==> src/rtl/bhs_pkg.sv <==
// Shared types and constants for the bucketed histogram sampler.
// No dependencies; used by bhs_ctrl, bhs_dpath and the top level.
package bhs_pkg;

  localparam int SymbolsDef    = 32;
  localparam int BucketsDef    = 11;
  localparam int CountWidthDef = 16;

  localparam int KindW   = 2;
  localparam int ProbW   = 10;
  localparam int SymW    = 5;
  localparam int RndW    = 31;
  localparam int InDataW  = 48;
  localparam int OutDataW = 8;

  // prob / 100 as (prob * 41) >> 12, exact for every 10-bit value
  localparam int BucketMul   = 41;
  localparam int BucketShift = 12;

  typedef enum logic [KindW-1:0] {
    KIND_OBSERVE = 2'd0,
    KIND_DRAW    = 2'd1,
    KIND_NEWPOS  = 2'd2,
    KIND_UNUSED  = 2'd3
  } kind_e;

  typedef enum logic [9:0] {
    ST_CLEAR    = 10'b00_0000_0001,
    ST_IDLE     = 10'b00_0000_0010,
    ST_OBS_RD   = 10'b00_0000_0100,
    ST_OBS_WR   = 10'b00_0000_1000,
    ST_SUM      = 10'b00_0001_0000,
    ST_SUM_END  = 10'b00_0010_0000,
    ST_MOD      = 10'b00_0100_0000,
    ST_WALK     = 10'b00_1000_0000,
    ST_WALK_END = 10'b01_0000_0000,
    ST_EMIT     = 10'b10_0000_0000
  } state_e;

  typedef struct packed {
    logic load;       // capture the accepted item
    logic clr_wr;     // write zero during the clearing pass
    logic rd_sym;     // read the observed symbol's count
    logic obs_wr;     // write back the incremented count
    logic rd_scan;    // read the next count of the bucket
    logic acc_sum;    // add returned counts into the total
    logic mod_start;  // set up remainder and the walk
    logic mod_step;   // one restoring step of the modulo
    logic walk;       // add returned counts into the running sum
    logic emit;       // load the output register
    logic excl_clr;   // clear the exclusion set
  } cmd_t;

  typedef struct packed {
    logic clr_last;
    logic idx_last;
    logic mod_last;
    logic out_busy;
  } status_t;

endpackage

==> src/rtl/bhs_ctrl.sv <==
// Controller state machine of the bucketed histogram sampler.
// Depends on bhs_pkg; drives bhs_dpath through cmd_t and reads status_t.
module bhs_ctrl (
  input  logic              clk_i,
  input  logic              rst_ni,
  input  logic              in_valid_i,
  input  bhs_pkg::kind_e    kind_i,
  input  bhs_pkg::status_t  status_i,
  output logic              in_ready_o,
  output bhs_pkg::cmd_t     cmd_o
);

  bhs_pkg::state_e state_q, state_d;
  logic            accept;

  assign in_ready_o = (state_q == bhs_pkg::ST_IDLE);
  assign accept     = in_ready_o && in_valid_i;

  always_comb begin
    state_d = state_q;
    cmd_o   = '0;
    case (state_q)
      bhs_pkg::ST_CLEAR: begin
        cmd_o.clr_wr = 1'b1;
        if (status_i.clr_last) state_d = bhs_pkg::ST_IDLE;
      end
      bhs_pkg::ST_IDLE: begin
        if (accept) begin
          cmd_o.load = 1'b1;
          case (kind_i)
            bhs_pkg::KIND_OBSERVE: state_d = bhs_pkg::ST_OBS_RD;
            bhs_pkg::KIND_DRAW:    state_d = bhs_pkg::ST_SUM;
            bhs_pkg::KIND_NEWPOS:  cmd_o.excl_clr = 1'b1;
            default:               state_d = bhs_pkg::ST_IDLE;
          endcase
        end
      end
      bhs_pkg::ST_OBS_RD: begin
        cmd_o.rd_sym = 1'b1;
        state_d      = bhs_pkg::ST_OBS_WR;
      end
      bhs_pkg::ST_OBS_WR: begin
        cmd_o.obs_wr = 1'b1;
        state_d      = bhs_pkg::ST_IDLE;
      end
      bhs_pkg::ST_SUM: begin
        cmd_o.rd_scan = 1'b1;
        cmd_o.acc_sum = 1'b1;
        if (status_i.idx_last) state_d = bhs_pkg::ST_SUM_END;
      end
      bhs_pkg::ST_SUM_END: begin
        cmd_o.acc_sum   = 1'b1;
        cmd_o.mod_start = 1'b1;
        state_d         = bhs_pkg::ST_MOD;
      end
      bhs_pkg::ST_MOD: begin
        cmd_o.mod_step = 1'b1;
        if (status_i.mod_last) state_d = bhs_pkg::ST_WALK;
      end
      bhs_pkg::ST_WALK: begin
        cmd_o.rd_scan = 1'b1;
        cmd_o.walk    = 1'b1;
        if (status_i.idx_last) state_d = bhs_pkg::ST_WALK_END;
      end
      bhs_pkg::ST_WALK_END: begin
        cmd_o.walk = 1'b1;
        state_d    = bhs_pkg::ST_EMIT;
      end
      bhs_pkg::ST_EMIT: begin
        // hold until the output register is free
        if (!status_i.out_busy) begin
          cmd_o.emit = 1'b1;
          state_d    = bhs_pkg::ST_IDLE;
        end
      end
      default: state_d = bhs_pkg::ST_IDLE;
    endcase
  end

  always_ff @(posedge clk_i or negedge rst_ni) begin
    if (!rst_ni) begin
      state_q <= bhs_pkg::ST_CLEAR;
    end else begin
      state_q <= state_d;
    end
  end

endmodule

==> config.mk <==
export PLATFORM = sky130hd
export DESIGN_NAME = bhs_ctrl
export DESIGN_NICKNAME = d
export VERILOG_FILES = /design/src/rtl/bhs_pkg.sv /design/src/rtl/bhs_ctrl.sv
export SDC_FILE = /design/constraint.sdc
export NUM_CORES = 1
export LEC_CHECK = 0
export ABC_AREA = 0
export BUFFER_PORTS_ARGS = -buffer_cell sky130_fd_sc_hd__buf_2
export CAP_MARGIN = 5
export CORE_MARGIN = 3
export CORE_UTILIZATION = 45
export DETAILED_ROUTE_END_ITERATION = 8
export PLACE_DENSITY = 0.72
export SLEW_MARGIN = 40
export SYNTH_ARGS = -nofsm -noshare
export SYNTH_HDL_FRONTEND = slang
export SYNTH_SLANG_ARGS = --single-unit
export TNS_END_PERCENT = 20
==> constraint.sdc <==
create_clock -name clk_i -period 1.8 [get_ports clk_i]
set_input_delay 0.54 -clock clk_i [delete_from_list [all_inputs] [get_ports clk_i]]
set_output_delay 0.54 -clock clk_i [all_outputs]
set_load 0.01 [all_outputs]
==> results.ini <==
[clocking]
tritoncts = done
cts.sink_count = 10
cts_max_level = 1
ctsHoldBuffers = 0
clk_latency_ns = 0.27
cts-root-buf = clkbuf_4
path_clk_slew_ns = 0.08
numCtsBuffers = 3
cts_buffer_depth = 2

[yosys]
seq_area_frac_synth_pct = 33.1
synthCells = 83
synth_edf_count = 0
synth-main-ff-cell = dfrtp_1
async_flop_share_pct = 100
ys_warn_count = 0
yosysUniqueCellTypes = 37
synthTopCellsByArea = dfrtp_1 30%, nor4_4 5.6%, nor4_1 4.1%, dfstp_2 3.5%, nor2_1 3.5%
synth_seq_cells = 10
synth_commonest_cells = 9 x dfrtp_1, 7 x nor2_1, 6 x inv_1
synth.avg_cell_area_um2 = 9.15
synth_top_area_share_pct = 29.7
synth_most_common_cell = dfrtp_1
synth_fp_nets = 92
syn_area_um2 = 759
yosysTopAreaCell = dfrtp_1

[timing]
rsz0062_at_grt = true
slew_violations = 0
min_period_ns = 2.23
skew_ns = 0.0126
setup_ws_ns = -0.431
worstMarginPinSlew_ns = 0.340
slew_headroom_pct = 77.2
fmax_ghz = 0.448
hold_viol = 0
min_period_over_period_pct = 124
timing.hold.ws_ns = 0.116
finalSetupViolCount = 16

[worst_setup_path]
path_class = register to primary output
cp_data_arrival_time_ns = 1.69
worst_r2r_endpoint = state_q[4]$_DFFE_PN0P_
cp_max_fo = 4
r2r_slack_ns = -0.16
startpoint_type = register
endpoint_kind = primary output
r2r_start = state_q[9]$_DFFE_PN0P_
ff2ff_path_depth = 7
required_ns = 1.26

[floorplan]
die_w_um = 47.1
pin_count = 21
fp.coreArea_mm2 = 0.00154
die_y_um = 47.1
row_count = 14
die-area_mm2 = 0.00222
start_util_pct = 49.3

[finish]
top_regs = state_q x10
num-nets-final = 144
largest_register_ffs = 10
drive_gt1_share_pct = 61.2
final_util_pct = 83.3
area_delta_synth_final_pct = 69.0
diodes = 0
nFillCells = 90
top_register = state_q

[pwr]
power.density_mw_per_mm2 = 1840
finalPower_mw = 2.36
vdd.ir_drop.worst_mv = 1.52
p_leak_nw = 0.602

[global_routing]
grt-ovfl-total = 0
grt_max_degree = 11
grt_pass1_wl_mm = 3.37
grtUsageTotal_pct = 22.1
antenna_found_initial = 0
grt_pass1_vias = 762

[detailed_routing]
drtPass1Iterations = 4
ant_nets = 0
viasPerCell = 5.71
routed_wl_mm = 2.55
drc = 0
first_iter_violations = 22
vias = 856
avgRoutedWirePerCell_um = 17.0

[placed_design]
place_hpwl_mm = 1.66
place.gp.congestion = 0.771
portBuffers = 20

[run]
drv_cap = 0

[hold_path]
hold_class = primary input to async pin

[outcome]
outcome = complete, but fails checks
violations = setup timing

-- worst max-delay path by stage --
stage	to	startpoint	cells after the start	slack (ns)
3_5_place_dp	cmd_o[1]	state_q[2]$_DFFE_PN0P_	4	-0.22
3_3_place_gp	cmd_o[8]	state_q[9]$_DFFE_PN0P_	4	-0.15
5_1_grt	cmd_o[1]	state_q[2]$_DFFE_PN0P_	5	-0.52
2_1_floorplan	cmd_o[8]	state_q[6]$_DFFE_PN0P_	4	-0.10
6_report	cmd_o[1]	state_q[2]$_DFFE_PN0P_	5	-0.43
4_1_cts	cmd_o[8]	state_q[7]$_DFFE_PN0P_	4	-0.42
-- per-layer routing --
layer	track usage (%)	routed length, um	vias up
li1	-	-	410
met1	27.8	1090	414
met2	38.8	1310	30
met3	2.30	128	2
met4	8.29	19	0
met5	0	0	-
-- placed cells by master (no fill, tap or decap), types with 2 or more instances in the layout --
master	instances
a31oi_1	2
xor2_1	3
nor2_1	7
buf_6	6
nand2_1	3
nand3_4	2
o21ai_1	2
nor4b_4	3
nor3_2	3
and3_1	2
nor4_2	4
o211ai_1	2
dfrtp_2	2
nor4_4	2
o21ai_0	2
dfrtp_1	7
clkbuf_4	3
buf_4	27
buf_2	19
inv_1	5
nand2b_1	2
a21oi_1	2
-- kinds of logic (layout without fill, tap and decap cells) --
group / count (synthesis) / count (layout) / share of synthesized area, %
and+or+nand+nor: 43 / 43 / 39.7
AOI/OAI and AO/OA: 14 / 14 / 13.8
buffers and inverters: 11 / 62 / 6.75
DFF: 10 / 10 / 33.1
xor gates and xnor gates: 4 / 4 / 4.61
muxes: 1 / 1 / 1.98
-- repair_timing --
action | 4_1_cts | 5_1_grt
pin swaps | 10 | 5
resized for setup | 8 | 16
endpoints found under the setup margin | 17 | 18
buffers inserted | 7 | 2
hold endpoints to repair | 0 | 0
-- final cells by class --
cell class                      count  area [um2]  area share, %
Clock buffer                        4        26.3           2.05
Inverter                            6        22.5           1.75
Sequential cell                    10         254           19.8
Tap cell                           16        20.0           1.56
Multi-Input combinational cell     62         596           46.4
Timing Repair Buffer               52         365           28.5
-- critical path, cell delays in order (launching register included) --
cell	delay [ns]
dfrtp_2	0.44
nor4_4	0.30
buf_4	0.20
nand3_4	0.10
nor4b_4	0.21
buf_2	0.17
-- power by group --
group | internal [mW] | total (mW) | leakage, nW | switching (mW)
Combinational | 0.951 | 1.83 | 0.459 | 0.883
Sequential | 0.282 | 0.353 | 0.128 | 0.0715
Clock | 0.0858 | 0.171 | 0.0150 | 0.0852
-- stage by stage --
stage               instances  area (um2)  setup slack [ns]  TNS, ns
CTS                       148        1200            -0.419    -4.26
finish                    150        1280            -0.431    -4.45
global placement          137        1070            -0.154   -0.924
floorplan                  83         810            -0.101   -0.630
global route              150        1280            -0.516    -5.78
detailed placement        137        1070            -0.217    -1.43
No activity file was read; power rests on OpenSTA's default activity.
